==> src/rtl/fir_filter_streaming_top_macros.svh <==
// assertion macros for the streaming fir filter
`ifndef FIR_FILTER_STREAMING_TOP_MACROS_SVH
`define FIR_FILTER_STREAMING_TOP_MACROS_SVH

// condition that must hold at every clock edge out of reset
`define FIRS_ASSERT_ALWAYS(lbl, cond, msg) \
    lbl: assert property (@(posedge aclk) disable iff (!aresetn) (cond)) \
        else $error(msg);

// antecedent followed by a consequent in the next cycle
`define FIRS_ASSERT_NEXT(lbl, ante, cons, msg) \
    lbl: assert property (@(posedge aclk) disable iff (!aresetn) (ante) |=> (cons)) \
        else $error(msg);

// antecedent with a consequent in the same cycle
`define FIRS_ASSERT_IMPLY(lbl, ante, cons, msg) \
    lbl: assert property (@(posedge aclk) disable iff (!aresetn) (ante) |-> (cons)) \
        else $error(msg);

`endif

==> src/rtl/firs_ram.sv <==
// generic single-port-write ram with registered read
module firs_ram #(
    parameter int WIDTH = 16,
    parameter int DEPTH = 128,
    localparam int AW = $clog2(DEPTH)
) (
    input  logic             clk,
    input  logic             we,
    input  logic [AW-1:0]    waddr,
    input  logic [WIDTH-1:0] wdata,
    input  logic [AW-1:0]    raddr,
    output logic [WIDTH-1:0] rdata
);

    logic [WIDTH-1:0] mem_reg [DEPTH];
    logic [WIDTH-1:0] rdata_reg;

    always_ff @(posedge clk) begin
        if (we) begin
            mem_reg[waddr] <= wdata;
        end
        rdata_reg <= mem_reg[raddr];
    end

    assign rdata = rdata_reg;

endmodule

==> config.mk <==
export PLATFORM = sky130hd
export DESIGN_NAME = firs_ram
export DESIGN_NICKNAME = d
export VERILOG_FILES = /design/src/rtl/fir_filter_streaming_top_macros.svh /design/src/rtl/firs_ram.sv
export SDC_FILE = /design/constraint.sdc
export NUM_CORES = 2
export LEC_CHECK = 0
export BUFFER_PORTS_ARGS = -buffer_cell sky130_fd_sc_hd__buf_4
export CORE_ASPECT_RATIO = 0.7
export CORE_UTILIZATION = 32
export CTS_CLUSTER_DIAMETER = 30
export CTS_CLUSTER_SIZE = 24
export DETAILED_ROUTE_END_ITERATION = 8
export PLACE_DENSITY = 0.45
export RECOVER_POWER = 25
export SYNTH_ARGS = -nofsm -noshare
export SYNTH_HDL_FRONTEND = slang
export SYNTH_SLANG_ARGS = --single-unit
==> constraint.sdc <==
create_clock -name clk -period 3.95 [get_ports clk]
set_input_delay 0.79 -clock clk [delete_from_list [all_inputs] [get_ports clk]]
set_output_delay 0.79 -clock clk [all_outputs]
set_load 0.005 [all_outputs]
==> impl_metrics.csv <==
group,metric,value,unit
run_status,outcome,"finished with violations",
run_status,violations,"capacitance limit, slew limit",
sta,rsz0062_at_grt,"false",
sta,setup_tns,0,ns
synthesis,yosysWarnings,0,
layout,finish.utilization,0.404,
floorplan,io_pins,48,
cts,cts-resized-gates,0,
cts,cts_buffers,373,
sta,finalHoldViolCount,0,
critical_path,critPathKind,"in -> reg",
grt,grt_antenna_before_repair,34,
worst_hold_path,min_path_type,"in -> reg",
critical_path,slowest_delay,2.32,ns
route,postRouteAntennaNets,0,
cts,cts_root_buf,"clkbuf_16",
synthesis,synth_top_family_by_area,"multiplexers",
synthesis,avgSynthCellArea,25.4,um^2
sta,skew,0.0525,ns
cts,clk_pin_slew_worst_paths,0.05,ns
sta,min_period_over_period,0.804,
cts,clockBufferDepth,4,
synthesis,async_flop_share,0,
layout,drive_above_1_share,0.444,
sta,slew_headroom,-1.31,
synthesis,ys_ff_latch,2064,
layout,largest_reg_flops,2048,
route,num_vias,36700,
sta,slew_viol_final,682,
placement,dpl.hpwl,135000,um
layout,fin_cells,7149,
synthesis,synth_cells,3086,
sta,max_freq,315,MHz
floorplan,core_area,243000,um^2
route,wirelength,226000,um
sta,worst_hold_slack,0.497,ns
sta,tightest_slew,3.46,ns
critical_path,cp_top_family,"buffers and inverters",
critical_path,critPathMaxFanout,68,
grt,gr-total-overflow,0,
synthesis,yosysSeqAreaShare,0.787,
placement,portBuffers,47,
cts,cts.sinks,2064,
critical_path,crit_arrival,3.27,ns
power_and_ir_drop,p_leak,0.0310,uW
critical_path,slowest_stage,"clkbuf_1",
synthesis,synth-xor-area-share,0,
sta,finalSetupViolCount,0,
grt,grt_usage,0.183,
placement,place_congestion,0.777,
cts,holdBufCountCts,0,
floorplan,die_h,416,um
synthesis,synth_cell_types,17,
critical_path,end_kind,"register",
synthesis,yosys.area_share.simple,0.00888,
synthesis,synthAdderAreaFrac,0,
synthesis,syn_area,78500,um^2
critical_path,path_cells,"clkbuf_1",
run,cap_violations,14,
cts,cts_setup_buffers,0,
floorplan,rows,151,
synthesis,synth_nets,3118,
grt,grt_max_degree,97,
power_and_ir_drop,peakVddDrop,327,uV
layout,layout-area-overhead-vs-synth,25.1,%
critical_path,worst-path-buf-inv,1,
synthesis,synth_most_common_cell,"edfxtp_1",
grt,grt_pass1_vias,37900,
route,wire_per_inst,31.6,um
synthesis,synth-compound-area-share,0,
synthesis,muxShareOfSynthArea,0.195,
layout,nets,3648,
critical_path,cp_data_required_time,4.05,ns
cts,clk_latency,0.85,ns
power_and_ir_drop,p_per_area,605,nW/um^2
floorplan,initial_utilization,0.323,
route,drt-pass1-iter-count,7,
critical_path,critPathLaunchType,"input pin",
route,routed_via_density,5.13,
cts,htreeDepth,5,
route,drt_iter0_markers,4038,
synthesis,synthTopCellsByArea,"edfxtp_1, mux4_2, nor2_1",
synthesis,yosys.area.top_type,"edfxtp_1",
floorplan,die_x,594,um
synthesis,synth_ff_type,"edfxtp_1",
grt,grt_pass1_wl,315000,um
synthesis,yosys-top-cells-count,"edfxtp_1, mux4_2, nor2_1",
synthesis,netlist.area_leader.share,0.783,
cts,tritoncts,"yes",
sta,fin_crit,3.17,ns
synthesis,synth_edf_count,2048,
floorplan,dieArea,247000,um^2
placement,placed_cells,6454,
route,drc,0,
## cell usage in the layout (no fill, tap or decap)
| master | netlist | routed |
|---|---|---|
| inv_6 | 0 | 46 |
| nand2b_1 | 2 | 2 |
| bufinv_16 | 0 | 54 |
| mux2_2 | 16 | 16 |
| dfxtp_1 | 16 | 16 |
| nand2_1 | 14 | 14 |
| buf_8 | 0 | 3 |
| nand3_1 | 12 | 12 |
| nor2_1 | 122 | 3 |
| clkinv_1 | 0 | 35 |
| clkbuf_2 | 0 | 3 |
| buf_12 | 0 | 62 |
| inv_16 | 0 | 1 |
| clkinv_8 | 0 | 2 |
| clkinvlp_4 | 0 | 45 |
| nor3_2 | 0 | 9 |
| diode_2 | 0 | 13 |
| inv_8 | 0 | 10 |
| edfxtp_1 | 2048 | 2048 |
| clkinv_4 | 0 | 23 |
| nor2_2 | 0 | 119 |
| buf_4 | 1 | 236 |
| nand4_1 | 3 | 3 |
| clkbuf_16 | 0 | 381 |
| nor2b_1 | 7 | 7 |
| or3_1 | 1 | 1 |
| clkbuf_1 | 82 | 41 |
| clkinv_2 | 0 | 53 |
| clkbuf_8 | 0 | 6 |
| mux4_2 | 672 | 672 |
## metal layers
metal,GRT usage,wire length (um)
met1,0.270,104000
met2,0.264,97900
met3,0.0556,19700
met4,0.0434,4550
met5,0,90
## through the flow
step	total power [uW]	cell area [um^2]	worst slack, ns
after detailed placement	27300	85400	0.0428
after global placement	27300	85400	0.0115
after global routing	61100	98200	0.522
after CTS	60000	98200	0.955
after floorplan	25900	78500	0.665
final	59400	98200	0.776
## logic make-up after synthesis
| family | Yosys count |
|---|---|
| buffers and inverters | 164 |
| DFF | 2064 |
| muxes | 688 |
| and+or+nand+nor | 170 |
## where the power goes
part | internal (uW) | switching, uW | total (uW)
logic | 1000 | 1500 | 2500
registers | 24200 | 95.5 | 24300
clock network | 21400 | 11200 | 32600
total | 46600 | 12800 | 59400
## final cells by class
cell class                      instances  area, um^2
Antenna cell                           13        32.5
Clock buffer                          413        9700
Clock inverter                        269        3130
Fill cell                           21100      145000
Multi-Input combinational cell        858       16400
Sequential cell                      2064       61800
Tap cell                             3213        4020
Timing Repair Buffer                  319        3140
## final timing paths
check | from | end | slack (ns) | cells past startpoint
worst max-delay path | wdata[1] | mem_reg[65][1]$_DFFE_PP_ | 0.78 | 1
worst min-delay path | raddr[5] | rdata[8]$_DFF_P_ | 0.50 | 2
worst max register to register | mem_reg[21][2]$_DFFE_PP_ | rdata[2]$_DFF_P_ | 1.37 | 4
worst min register to register | mem_reg[104][15]$_DFFE_PP_ | rdata[15]$_DFF_P_ | 1.12 | 4
(Power assumes the default switching activity.)
